`src/rtl/core/assert_macros.svh`:
```
// Assertion macros shared by the median filter RTL.
// No dependencies; included by files that carry concurrent checks.
`ifndef ASSERT_MACROS_SVH
`define ASSERT_MACROS_SVH

// Condition must hold at every clock edge outside reset.
`define MF_ASSERT_NOW(lbl, clk, rst_n, expr) \
	lbl: assert property (@(posedge clk) disable iff (!(rst_n)) (expr)) \
		else $error("assertion failed");

// Antecedent at one edge implies consequent at the next edge.
`define MF_ASSERT_NEXT(lbl, clk, rst_n, ante, cons) \
	lbl: assert property (@(posedge clk) disable iff (!(rst_n)) (ante) |=> (cons)) \
		else $error("assertion failed");

`endif

```
`src/rtl/core/mf_pkg.sv`:
```
// Shared types and constants of the 1D median filter.
// No dependencies; used by mf_cell, mf_ctrl and median_filter_1d.
`timescale 1ns / 1ps
`default_nettype none

package mf_pkg;

	localparam int WINDOW = 5;
	localparam int EDGE   = WINDOW / 2;
	localparam int DEPTH  = 2 * EDGE;
	localparam int CELLS  = DEPTH + 1;
	localparam int MED    = WINDOW / 2;

	localparam int SW    = 12;
	localparam int IDX_W = $clog2(CELLS);
	localparam int CNT_W = $clog2(DEPTH + 1);
	localparam int D_W   = $clog2(EDGE + 1);

	typedef logic signed [SW-1:0] sample_t;
	typedef logic [CELLS-1:0][SW-1:0] window_t;
	typedef logic [IDX_W-1:0] idx_t;

endpackage

`default_nettype wire

```
`src/rtl/core/mf_cell.sv`:
```
// One window cell: holds a sample, shifts toward the older end, ranks itself.
// Depends on mf_pkg.
`timescale 1ns / 1ps
`default_nettype none

module mf_cell (
	input  wire logic              clk,
	input  wire logic              arst_n,
	input  wire logic              shift,
	input  wire mf_pkg::sample_t   din,
	input  wire mf_pkg::idx_t      pos,
	input  wire mf_pkg::window_t   win,
	output mf_pkg::sample_t        value,
	output logic                   is_med
);

	mf_pkg::sample_t value_q;
	mf_pkg::idx_t    rank;

	always_ff @(posedge clk or negedge arst_n) begin
		if (!arst_n) begin
			value_q <= '0;
		end else if (shift) begin
			value_q <= din;
		end
	end

	// rank = smaller values plus equal values at older positions (stable order)
	always_comb begin
		rank = '0;
		for (int j = 0; j < mf_pkg::CELLS; j++) begin
			if (mf_pkg::IDX_W'(j) != pos) begin
				if ($signed(win[j]) < $signed(value_q)) begin
					rank = rank + 1'b1;
				end else if (($signed(win[j]) == $signed(value_q))
						&& (mf_pkg::IDX_W'(j) < pos)) begin
					rank = rank + 1'b1;
				end
			end
		end
	end

	assign value  = value_q;
	assign is_med = (rank == mf_pkg::IDX_W'(mf_pkg::MED));

endmodule

`default_nettype wire

```
`src/rtl/core/mf_ctrl.sv`:
```
// Item sequencing, block position count and output register of the filter.
// Depends on mf_pkg.
`timescale 1ns / 1ps
`default_nettype none

module mf_ctrl (
	input  wire logic              clk,
	input  wire logic              arst_n,
	input  wire logic              item_valid,
	output logic                   item_ready,
	input  wire logic              block_end,
	output logic                   shift,
	input  wire mf_pkg::window_t   win,
	input  wire mf_pkg::sample_t   median,
	output logic                   result_valid,
	input  wire logic              result_ready,
	output mf_pkg::sample_t        filtered,
	output logic                   last_out
);

	logic                     seen_q;
	logic [mf_pkg::CNT_W-1:0] seen_cnt_q;
	logic                     valid_s1;
	logic                     last_s1;
	logic [mf_pkg::CNT_W-1:0] pos_s1;
	logic [mf_pkg::D_W-1:0]   d_s1;
	logic                     out_valid_q;
	mf_pkg::sample_t          filtered_q;
	logic                     last_q;

	logic                     emit;
	logic                     out_free;
	logic                     adv;
	logic                     done;
	logic                     use_med;
	mf_pkg::sample_t          raw;
	logic [mf_pkg::D_W-1:0]   d_start;

	assign seen_q = (seen_cnt_q >= mf_pkg::CNT_W'(mf_pkg::EDGE));

	always_comb begin
		emit       = valid_s1 && (last_s1 || (pos_s1 >= mf_pkg::CNT_W'(mf_pkg::EDGE)));
		out_free   = !out_valid_q || result_ready;
		adv        = valid_s1 && (!emit || out_free);
		done       = adv && (!last_s1 || (d_s1 == '0));
		item_ready = !valid_s1 || done;
		shift      = item_valid && item_ready;
		use_med    = (d_s1 == mf_pkg::D_W'(mf_pkg::EDGE))
			&& (pos_s1 == mf_pkg::CNT_W'(mf_pkg::DEPTH));
		raw        = win[mf_pkg::IDX_W'(mf_pkg::DEPTH) - mf_pkg::IDX_W'(d_s1)];
		// end of block flushes min(pos, EDGE)+1 results, oldest first
		if (block_end && !seen_q) begin
			d_start = mf_pkg::D_W'(seen_cnt_q);
		end else begin
			d_start = mf_pkg::D_W'(mf_pkg::EDGE);
		end
	end

	always_ff @(posedge clk or negedge arst_n) begin
		if (!arst_n) begin
			seen_cnt_q <= '0;
			valid_s1   <= 1'b0;
			last_s1    <= 1'b0;
			pos_s1     <= '0;
			d_s1       <= '0;
		end else if (shift) begin
			valid_s1 <= 1'b1;
			last_s1  <= block_end;
			pos_s1   <= seen_cnt_q;
			d_s1     <= d_start;
			if (block_end) begin
				seen_cnt_q <= '0;
			end else if (seen_cnt_q < mf_pkg::CNT_W'(mf_pkg::DEPTH)) begin
				seen_cnt_q <= seen_cnt_q + 1'b1;
			end
		end else if (done) begin
			valid_s1 <= 1'b0;
		end else if (adv) begin
			d_s1 <= d_s1 - 1'b1;
		end
	end

	always_ff @(posedge clk or negedge arst_n) begin
		if (!arst_n) begin
			out_valid_q <= 1'b0;
		end else if (emit && out_free) begin
			out_valid_q <= 1'b1;
		end else if (result_ready) begin
			out_valid_q <= 1'b0;
		end
	end

	always_ff @(posedge clk) begin
		if (emit && out_free) begin
			filtered_q <= use_med ? median : raw;
			last_q     <= last_s1 && (d_s1 == '0);
		end
	end

	assign result_valid = out_valid_q;
	assign filtered     = filtered_q;
	assign last_out     = last_q;

endmodule

`default_nettype wire

```
`src/rtl/core/median_filter_1d.sv`:
```
// Streaming 1D median filter, window of five samples, top level.
// Depends on mf_pkg, mf_cell, mf_ctrl and assert_macros.svh.
//
// Usage:
//  Input channel item_valid/item_ready carries sample (12-bit signed,
//  1/16 degC) and block_end. Output channel result_valid/result_ready
//  carries filtered and last_out. A beat moves when valid and ready are high.
//  Sample j is reported when sample j+2 arrives: median of samples j-2..j+2,
//  raw for the first two and the last two samples of a block. The block_end
//  beat flushes up to three results, the final one with last_out set.
//  Each result passes through the control stage and then the output register.
//  Throughput: one beat per cycle while item_ready is high; a block_end beat
//  occupies the control stage until all of its results (up to three) have left,
//  since all of them are read from the one window held in the cell row.
//  A result waiting in the output register does not block the next beat
//  unless a new result needs that register; with result_ready low the
//  output holds and item_ready drops once the stage has a result pending.
//  Reset (arst_n low) clears the window to zero, the block count and all
//  valid flags; no clearing pass is needed.
`timescale 1ns / 1ps
`default_nettype none
`include "assert_macros.svh"

module median_filter_1d (
	input  wire logic                 clk,
	input  wire logic                 arst_n,
	input  wire logic                 item_valid,
	output logic                      item_ready,
	input  wire logic signed [11:0]   sample,
	input  wire logic                 block_end,
	output logic                      result_valid,
	input  wire logic                 result_ready,
	output logic signed [11:0]        filtered,
	output logic                      last_out
);

	// window row: cell 0 oldest, cell DEPTH newest
	mf_pkg::window_t           win;
	logic [mf_pkg::CELLS-1:0]  med_sel;
	mf_pkg::sample_t           median;
	logic                      shift;

	for (genvar k = 0; k < mf_pkg::CELLS; k++) begin : g_cell
		mf_pkg::sample_t din;
		mf_pkg::sample_t value;

		if (k == mf_pkg::DEPTH) begin : g_head
			assign din = sample;
		end else begin : g_link
			assign din = mf_pkg::sample_t'(win[k+1]);
		end

		mf_cell u_cell (
			.clk    (clk),
			.arst_n (arst_n),
			.shift  (shift),
			.din    (din),
			.pos    (mf_pkg::IDX_W'(k)),
			.win    (win),
			.value  (value),
			.is_med (med_sel[k])
		);

		assign win[k] = value;
	end

	// exactly one cell carries the median rank; pick it out
	always_comb begin
		median = '0;
		for (int k = 0; k < mf_pkg::CELLS; k++) begin
			if (med_sel[k]) begin
				median = median | mf_pkg::sample_t'(win[k]);
			end
		end
	end

	mf_ctrl u_ctrl (
		.clk          (clk),
		.arst_n       (arst_n),
		.item_valid   (item_valid),
		.item_ready   (item_ready),
		.block_end    (block_end),
		.shift        (shift),
		.win          (win),
		.median       (median),
		.result_valid (result_valid),
		.result_ready (result_ready),
		.filtered     (filtered),
		.last_out     (last_out)
	);

	// ranks form a permutation, so one median cell only
	`MF_ASSERT_NOW(a_med_onehot, clk, arst_n, $onehot(med_sel))
	// an accepted beat lands in the newest cell and pushes the row along
	`MF_ASSERT_NEXT(a_shift_in, clk, arst_n, item_valid && item_ready,
		(win[mf_pkg::DEPTH] == $past(sample))
		&& (win[mf_pkg::DEPTH-1] == $past(win[mf_pkg::DEPTH])))
	// without an accepted beat the window holds
	`MF_ASSERT_NEXT(a_hold, clk, arst_n, !(item_valid && item_ready), $stable(win))

endmodule

`default_nettype wire

```
`config.mk`:
```
export PLATFORM = sky130hd
export DESIGN_NAME = median_filter_1d
export DESIGN_NICKNAME = d
export VERILOG_FILES = /design/src/rtl/core/mf_pkg.sv /design/src/rtl/core/mf_cell.sv /design/src/rtl/core/mf_ctrl.sv /design/src/rtl/core/median_filter_1d.sv
export VERILOG_INCLUDE_DIRS = /design/src /design/src/rtl/core
export SDC_FILE = /design/constraint.sdc
export NUM_CORES = 1
export LEC_CHECK = 0
export ABC_AREA = 1
export BUFFER_PORTS_ARGS = -buffer_cell sky130_fd_sc_hd__buf_2
export CORE_AREA = 4 4 128 130
export DETAILED_ROUTE_END_ITERATION = 10
export DIE_AREA = 0 0 132 134
export PLACE_DENSITY = 0.79
export SYNTH_ARGS = -nofsm -noshare
export SYNTH_HDL_FRONTEND = slang
export SYNTH_SLANG_ARGS = --single-unit
```
`constraint.sdc`:
```
create_clock -name clk -period 7.2 [get_ports clk]
set_input_delay 2.16 -clock clk [delete_from_list [all_inputs] [get_ports clk]]
set_output_delay 2.16 -clock clk [all_outputs]
set_load 0.05 [all_outputs]
```
==> out/results.md, run 1 <==
## Final layout
• area added between synthesis and finish: 6.67%
• Nets: 1322
• post-route standard cell area excluding fillers: 0.00880 sq mm
• share of post-route cells with drive strength above 1: 10.8%
• Antenna Cells: 0

## Die
• die boundary width: 132 um
• Initial Utilization: 54.5%
• Die Footprint: 0.0177 sq mm
• std cell rows: 45
• count of pins on the block boundary: 32
• total core area: 0.0151 sq mm
• Die Height: 134 um

## Yosys
• Syn Nets: 1309
• synthesized flop and latch total: 84
• Unique masters post-synth: 43
• YS warnings: 0
• register area share after synthesis: 26.3%
• Yosys top cell by area: dfrtp_1
• most common library cells after synthesis: 262 x nand2_1, 166 x inv_1, 139 x ha_1
• share of synthesized flip-flops with an asynchronous set or reset: 84.5%
• post-synth design cell area: 0.00825 sq mm
• Yosys top cell area share: 21.5%
• Post-synth EDFFs: 13
• most common cell in the synthesized netlist: nand2_1
• most instantiated flip-flop cell in the synthesis netlist: dfrtp_1
• ranking of synthesized cells by area: dfrtp_1 22%, ha_1 21%, nand2_1 12%, inv_1 7.6%, o21ai_0 5.9%
• Post-Syn Instances: 1153
• syn_area_per_cell: 7.16 sq um

## Clock tree
• number of buffers created by CTS: 9
• root buffer selected by CTS: clkbuf_16
• cts-stage hold buffer count: 0
• insertion delay to the later sink of the worst-skew pair: 0.36 ns
• number of clock sinks seen by CTS: 84
• TritonCTS clock tree: done
• number of gates resized after CTS: 0
• H-tree lvl count: 3
• Setup Fix Bufs, Post-CTS: 0
• Max clock buf depth: 2
• Clk pin slew, worst setup/hold paths: 0.07 ns

## Critical path
• crit start category: input pin
• largest stage delay on the critical path: 0.21 ns
• maximum fanout along the worst path: 2
• cell type of the slowest stage on the worst timing path: buf_2
• Setup CP Type: in -> out
• number of cells traversed by the worst register-to-register path: 24
• worst flop-to-flop path endpoint: u_ctrl.filtered[2]
• crit-path cells: buf_2 > nor2_1 > nand2_1 > inv_1 > nand2_1 > nand2_1 > inv_1 > buf_2
• Crit Reg-Reg Startpoint: g_cell[1].u_cell.value[1]
• Arrival @ worst endpoint: 2.95 ns
• Worst Path Required: 5.04 ns
• flop-to-flop setup slack: 2.60 ns
• Critical Path Most Common Cell: nand2_1
• sort of element at the end of the critical path: output port

## Timing
• clock period minus final worst setup slack: 5.11 ns
• maximum clock frequency: 0.196 GHz
• endpoints failing hold: 0
• Slew Limit Fails: 0
• worst path setup slack after routing: 2.09 ns
• Worst Skew: 0.0102 ns
• final setup TNS: 0 ns
• total setup violations reported at the end of the flow: 0
• slew at the pin with the worst max-slew slack: 0.979 ns
• setup repair after global routing missed its margin: false
• headroom to the max-slew limit: 34.5%
• WHS: 0.532 ns
• part of the cycle the worst path needs: 70.9%

## Placed design
• worst slack after detailed placement: 2.09 ns
• RD Place Congestion: 0.986
• final HPWL from detailed placement: 17.6 mm
• number of buffers inserted by port buffering: 31
• Area after DPL: 0.00852 sq mm

## Global route
• global route total overflow: 0
• fraction of met2 tracks used by global routing: 45.0%
• vias in the first global route: 7458
• global routing met3 resource utilization: 5.33%
• fraction of met1 tracks used by global routing: 34.6%
• wire length of the first global-routing pass: 38.2 mm
• total track usage: 27.3%
• antenna violations before repair: 0
• global route hottest layer: met2
• largest net degree at the start of global routing: 81

## Route
• count of routing violations after the opening detailed-route iteration: 875
• routed via count divided by cell count: 5.82
• total wirelength of the detailed-routed design: 23.7 mm
• number of DRC violations after detailed routing: 0
• First-pass DRT Iterations: 6
• remaining antenna violation count after routing: 0
• total number of vias: 7915
• detailed-route wire length per cell: 17.5 um

## Status
• result of the run: complete, no violations

## Min path
• worst hold path class: reg -> reg
• startpoint of the worst hold path: u_ctrl.valid_s1
• cell count of the worst hold path: 2
• Hold Crit Endpoint: u_ctrl.result_valid

## Job
• Max Cap Viol: 0

[metrics by stage]
stage,instances,utilization [%]
after CTS,1359,58.1
after detailed placement,1343,56.2
after global placement,1343,56.2
final,1359,58.1
after global routing,1359,58.1
after floorplan,1153,-
[kinds of logic (layout without fill, tap and decap cells)]
| kind of cell | Yosys count | in the layout | share of synthesized area [%] |
|---|---|---|---|
| DFF | 84 | 84 | 26.3 |
| and+or+nand+nor | 525 | 525 | 29.3 |
| AOI/OAI and AO/OA | 190 | 190 | 12.4 |
| adders and majority gates | 139 | 139 | 21.1 |
| xor gates and xnor gates | 5 | 5 | 0.622 |
| buffers and inverters | 209 | 227 | 10.1 |
| muxes | 1 | 1 | 0.121 |
[metal layers]
layer | vias to the layer above | share of wire (%)
met3 | 74 | 9.3
li1 | 3853 | -
met1 | 3621 | 41
met2 | 367 | 46
met4 | 0 | 4.3
met5 | - | 0
[worst max-delay path by stage]
stage | start | to | slack, ns | depth (start not counted)
finish | result_ready | item_ready | 2.09 | 8
global route | result_ready | item_ready | 1.97 | 8
CTS | result_ready | item_ready | 2.09 | 8
detailed placement | result_ready | item_ready | 2.09 | 8
global placement | result_ready | item_ready | 2.09 | 8
floorplan | result_ready | item_ready | 2.33 | 6
[flip-flops by register name, indices dropped and copies added (netlist names)]
register             cells
g_cell.u_cell.value     60
u_ctrl.d_s1              2
u_ctrl.filtered         12
u_ctrl.last_out          1
u_ctrl.last_s1           1
u_ctrl.pos_s1            3
u_ctrl.result_valid      1
u_ctrl.seen_cnt_q        3
u_ctrl.valid_s1          1
[layout make-up]
cell class | count | area (sq um)
Clock buffer | 10 | 239
Clock inverter | 6 | 46.3
Fill cell | 1392 | 6340
Inverter | 173 | 651
Multi-Input combinational cell | 860 | 5260
Sequential cell | 84 | 2170
Tap cell | 188 | 235
Timing Repair Buffer | 38 | 208
[critical path: cells and delay by family]
family	cells	cell delay [ns]
and+or+nand+nor	4	0.36
buffers and inverters	4	0.43
[placed cells by master, fill, tap and decap left out, drive strengths merged]
cell type    n
clkinvlp     1
a211o        1
xor2         2
nand3       71
inv        175
nor2        95
nand2      292
o21ai       98
o21bai       3
nand3b       2
xnor2        3
nor3         6
ha         139
mux2i        1
dfrtp       71
edfxtp      13
clkbuf      10
and2         2
nand4       53
a21oi       65
and3         1
buf         38
a21o         6
o21ba        1
nor4         1
a32oi        1
o211ai      13
o21a         2
clkinv       3
or2          2
Power of run 1 is left out: the tool's default activity adds up to more than one toggle a clock period on the data nets, which glitch-free logic cannot reach.
==> run 2: changes to the inputs <==
--- a/config.mk
+++ b/config.mk
@@ -6,11 +6,11 @@
 export SDC_FILE = /design/constraint.sdc
 export NUM_CORES = 1
 export LEC_CHECK = 0
-export ABC_AREA = 1
+export ABC_AREA = 0
 export BUFFER_PORTS_ARGS = -buffer_cell sky130_fd_sc_hd__buf_2
-export CORE_AREA = 4 4 128 130
+export CORE_AREA = 4 4 124 126
 export DETAILED_ROUTE_END_ITERATION = 10
-export DIE_AREA = 0 0 132 134
+export DIE_AREA = 0 0 128 130
 export PLACE_DENSITY = 0.79
 export SYNTH_ARGS = -nofsm -noshare
 export SYNTH_HDL_FRONTEND = slang
==> constraint.sdc (replaced) <==
create_clock -name clk -period 4.7 [get_ports clk]
set_input_delay 1.41 -clock clk [delete_from_list [all_inputs] [get_ports clk]]
set_output_delay 1.41 -clock clk [all_outputs]
set_load 0.05 [all_outputs]
==> run 2 against run 1 <==
The run now ends with negative setup slack left. Die area down 5.9%. Clock-buffer cell count up 2. Critical path type is now reg -> reg. Largest cell class unchanged. Synthesized cell count down 25%. Global-route usage up 4.7 points. Highest routed layer unchanged. First-iteration DRC count down 1.6%. Sequential share of layout area down 2.9 points. Via count down 3.3%. Synthesized area down 6.8%. Routed wire length up 12%. Critical endpoint is now u_ctrl.filtered[5].
==> out/results.md, run 2 <==
## Status
• result of the run: complete, but fails checks
• failing checks: negative setup slack

## Clock tree
• root buffer selected by CTS: clkbuf_16
• insertion delay to the later sink of the worst-skew pair: 0.36 ns, about the same
• Max clock buf depth: 2, unchanged
• cts-stage hold buffer count: 0, unchanged
• number of buffers created by CTS: 9, unchanged
• H-tree lvl count: 3, unchanged
• Clk pin slew, worst setup/hold paths: 0.07 ns, about the same
• number of clock sinks seen by CTS: 84, unchanged
• TritonCTS clock tree: done

## Yosys
• Yosys top cell by area: dfrtp_1
• ranking of synthesized cells by area: dfrtp_1 23%, ha_1 23%, o21ai_0 5.9%, edfxtp_1 5.1%, inv_1 4.8%
• syn_area_per_cell: 8.85 sq um, +24%
• most common library cells after synthesis: 139 x ha_1, 99 x inv_1, 93 x nand2_1
• register area share after synthesis: 28.2%, +1.9 points
• YS warnings: 0, unchanged
• Unique masters post-synth: 67, +56%
• Post-synth EDFFs: 13, unchanged
• most common cell in the synthesized netlist: ha_1
• post-synth design cell area: 0.00769 sq mm, -6.8%
• share of synthesized flip-flops with an asynchronous set or reset: 84.5%, unchanged
• synthesized flop and latch total: 84, unchanged
• Post-Syn Instances: 869, -25%
• Syn Nets: 1025, -22%
• most instantiated flip-flop cell in the synthesis netlist: dfrtp_1
• Yosys top cell area share: 23.1%, +1.6 points

## Critical path
• Setup CP Type: reg -> reg
• Arrival @ worst endpoint: 5.01 ns, +2.06 ns
• Worst Path Required: 4.82 ns, -0.22 ns
• sort of element at the end of the critical path: flip-flop
• maximum fanout along the worst path: 6, +4
• crit start category: flip-flop

## Timing
• headroom to the max-slew limit: 22.8%, -12 points
• Slew Limit Fails: 0, unchanged
• worst path setup slack after routing: -0.195 ns, -2.29 ns
• maximum clock frequency: 0.204 GHz
• endpoints failing hold: 0, unchanged
• setup repair after global routing missed its margin: true
• Worst Skew: 0.00862 ns, -0.00158 ns
• slew at the pin with the worst max-slew slack: 1.15 ns, +0.175 ns
• total setup violations reported at the end of the flow: 12, +12
• part of the cycle the worst path needs: 104%
• WHS: 0.538 ns, +0.00644 ns
• clock period minus final worst setup slack: 4.90 ns

## Placed design
• number of buffers inserted by port buffering: 31, unchanged
• RD Place Congestion: 1.01, +2.7%
• final HPWL from detailed placement: 18.1 mm, +2.9%

## Route
• Detail Route met3 WL: 2.51 mm, +13%
• remaining antenna violation count after routing: 0, unchanged
• wire length on met2: 12.2 mm, +12%
• routed via count divided by cell count: 6.27, +7.6%
• total number of vias: 7657, -3.3%
• count of routing violations after the opening detailed-route iteration: 861, -1.6%
• First-pass DRT Iterations: 5, -1
• number of DRC violations after detailed routing: 0, unchanged
• total wirelength of the detailed-routed design: 26.5 mm, +12%
• top metal layer carrying routed signals: met4
• detailed-route wire length on metal 1: 10.1 mm, +4.8%
• detailed-route wire length per cell: 21.7 um, +24%

## Final layout
• share of post-route cells with drive strength above 1: 29.2%, +18 points
• commonest non-fill, non-tap cell in the layout: buf_4
• flip-flop count of the largest register, all copies and words added: 60, unchanged
• area added between synthesis and finish: 30.1%
• multi-input logic area: 0.00543 sq mm, +3.3%
• Antenna Cells: 0, unchanged
• Nets: 1189, -10%
• commonest cells after routing, fill and taps aside: 138 x buf_4, 121 x ha_1, 97 x inv_1, 90 x nand2_1, 88 x o21ai_0
• area taken by flip-flops and latches: 0.00217 sq mm, about the same
• FILL cells: 1061, -24%

## Global route
• largest net degree at the start of global routing: 80, -1.2%
• wire length of the first global-routing pass: 40.8 mm, +6.9%
• antenna violations before repair: 0, unchanged
• vias in the first global route: 7625, +2.2%
• total track usage: 32.0%, +4.7 points
• global route total overflow: 0, unchanged

## Die
• Initial Utilization: 53.7%, -0.77 points
• count of pins on the block boundary: 32, unchanged
• Die Height: 130 um, -3.0%
• Die Footprint: 0.0166 sq mm, -5.9%
• std cell rows: 44, -2.2%
• die boundary width: 128 um, -3.0%
• total core area: 0.0143 sq mm, -5.5%

## Min path
• worst hold path class: reg -> reg

## Job
• Max Cap Viol: 0, unchanged

==> run 2: changes by cell type in the layout (fill, tap and decap cells not counted), moves of 12 or more <==
cell and delta:
buf_4 +131, nand3_2 -14, nand4_1 -29, inv_1 -69, nor2_1 -46, ha_1 -18, ha_4 +14, nand3_1 -43
nand2_1 -172, nand2_2 -28, a211oi_2 +13, a221o_1 +12, mux4_2 +12
==> run 2: critical path: stages, from the launching register on <==
cell	delay, ns
dfrtp_1	0.42
buf_6	0.14
ha_4	0.21
nor2b_4	0.12
o21a_1	0.17
o21a_1	0.17
o21a_1	0.19
o21a_1	0.19
o21a_1	0.17
o21a_1	0.20
o21ai_2	0.16
nand3_2	0.13
buf_6	0.15
a31oi_4	0.16
ha_2	0.20
inv_1	0.06
mux2i_1	0.19
ha_1	0.27
nand2b_1	0.11
buf_4	0.12
buf_4	0.09
o311a_1	0.19
nor2_4	0.08
clkbuf_16	0.19
a221o_1	0.30
a211oi_2	0.20
a21oi_1	0.08
==> run 2: worst paths after layout <==
| path | to | startpoint | depth (start not counted) | slack (ns) |
|---|---|---|---|---|
| setup / recovery | u_ctrl.filtered[5] | g_cell[0].u_cell.value[1] | 26 | -0.20 |
| max in group asynchronous | g_cell[4].u_cell.value[10] | arst_n | 1 | 2.79 |
| setup reg to reg | u_ctrl.filtered[5] | g_cell[0].u_cell.value[1] | 26 | -0.20 |
| hold / removal | u_ctrl.valid_s1 | u_ctrl.valid_s1 | 2 | 0.54 |
| hold reg to reg | u_ctrl.valid_s1 | u_ctrl.valid_s1 | 2 | 0.54 |
| min in group asynchronous | g_cell[3].u_cell.value[2] | arst_n | 1 | 1.21 |
==> run 2: cell families after synthesis <==
group | share of synthesized area [%]
AOI/OAI and AO/OA | 21.3
and+or+nand+nor | 15.3
DFF | 28.2
xor gates and xnor gates | 0.911
muxes | 5.04
buffers and inverters | 6.61
adders and majority gates | 22.6
==> run 2: repair_timing <==
| action | 4_1_cts | 5_1_grt |
|---|---|---|
| setup buffers | 16 | 4 |
| gates resized for setup | 62 | 15 |
| cloned | 3 | 0 |
| pin swaps | 24 | 11 |
| endpoints found under the setup margin | 12 | 12 |
==> run 2: cell type report <==
class / instances / area share (%)
repair buffers: 183 / 14.4
well taps: 184 / 2.30
inverters: 99 / 3.72
clock inverters: 4 / 0.563
flip-flops and latches: 84 / 21.7
multi-input cells: 656 / 54.3
clock buffers: 12 / 3.00
==> run 2: per-layer routing <==
layer / track usage [%] / vias up
li1: - / 3506
met1: 39.1 / 3605
met2: 52.5 / 420
met3: 7.29 / 126
met4: 17.9 / 0
met5: 0 / -
==> run 2: stage by stage <==
stage	setup WS (ns)	area, sq um	util, %	TNS [ns]	std cells
global route	-0.390	10000	69.9	-4.23	1222
global placement	-0.420	8970	62.7	-4.81	1183
floorplan	0.0329	7700	-	0	869
detailed placement	-0.534	8970	62.7	-5.81	1183
CTS	-0.0215	9890	69.1	-0.0449	1218
finish	-0.195	10000	69.9	-1.90	1222
Power of run 2 is left out for the same reason.
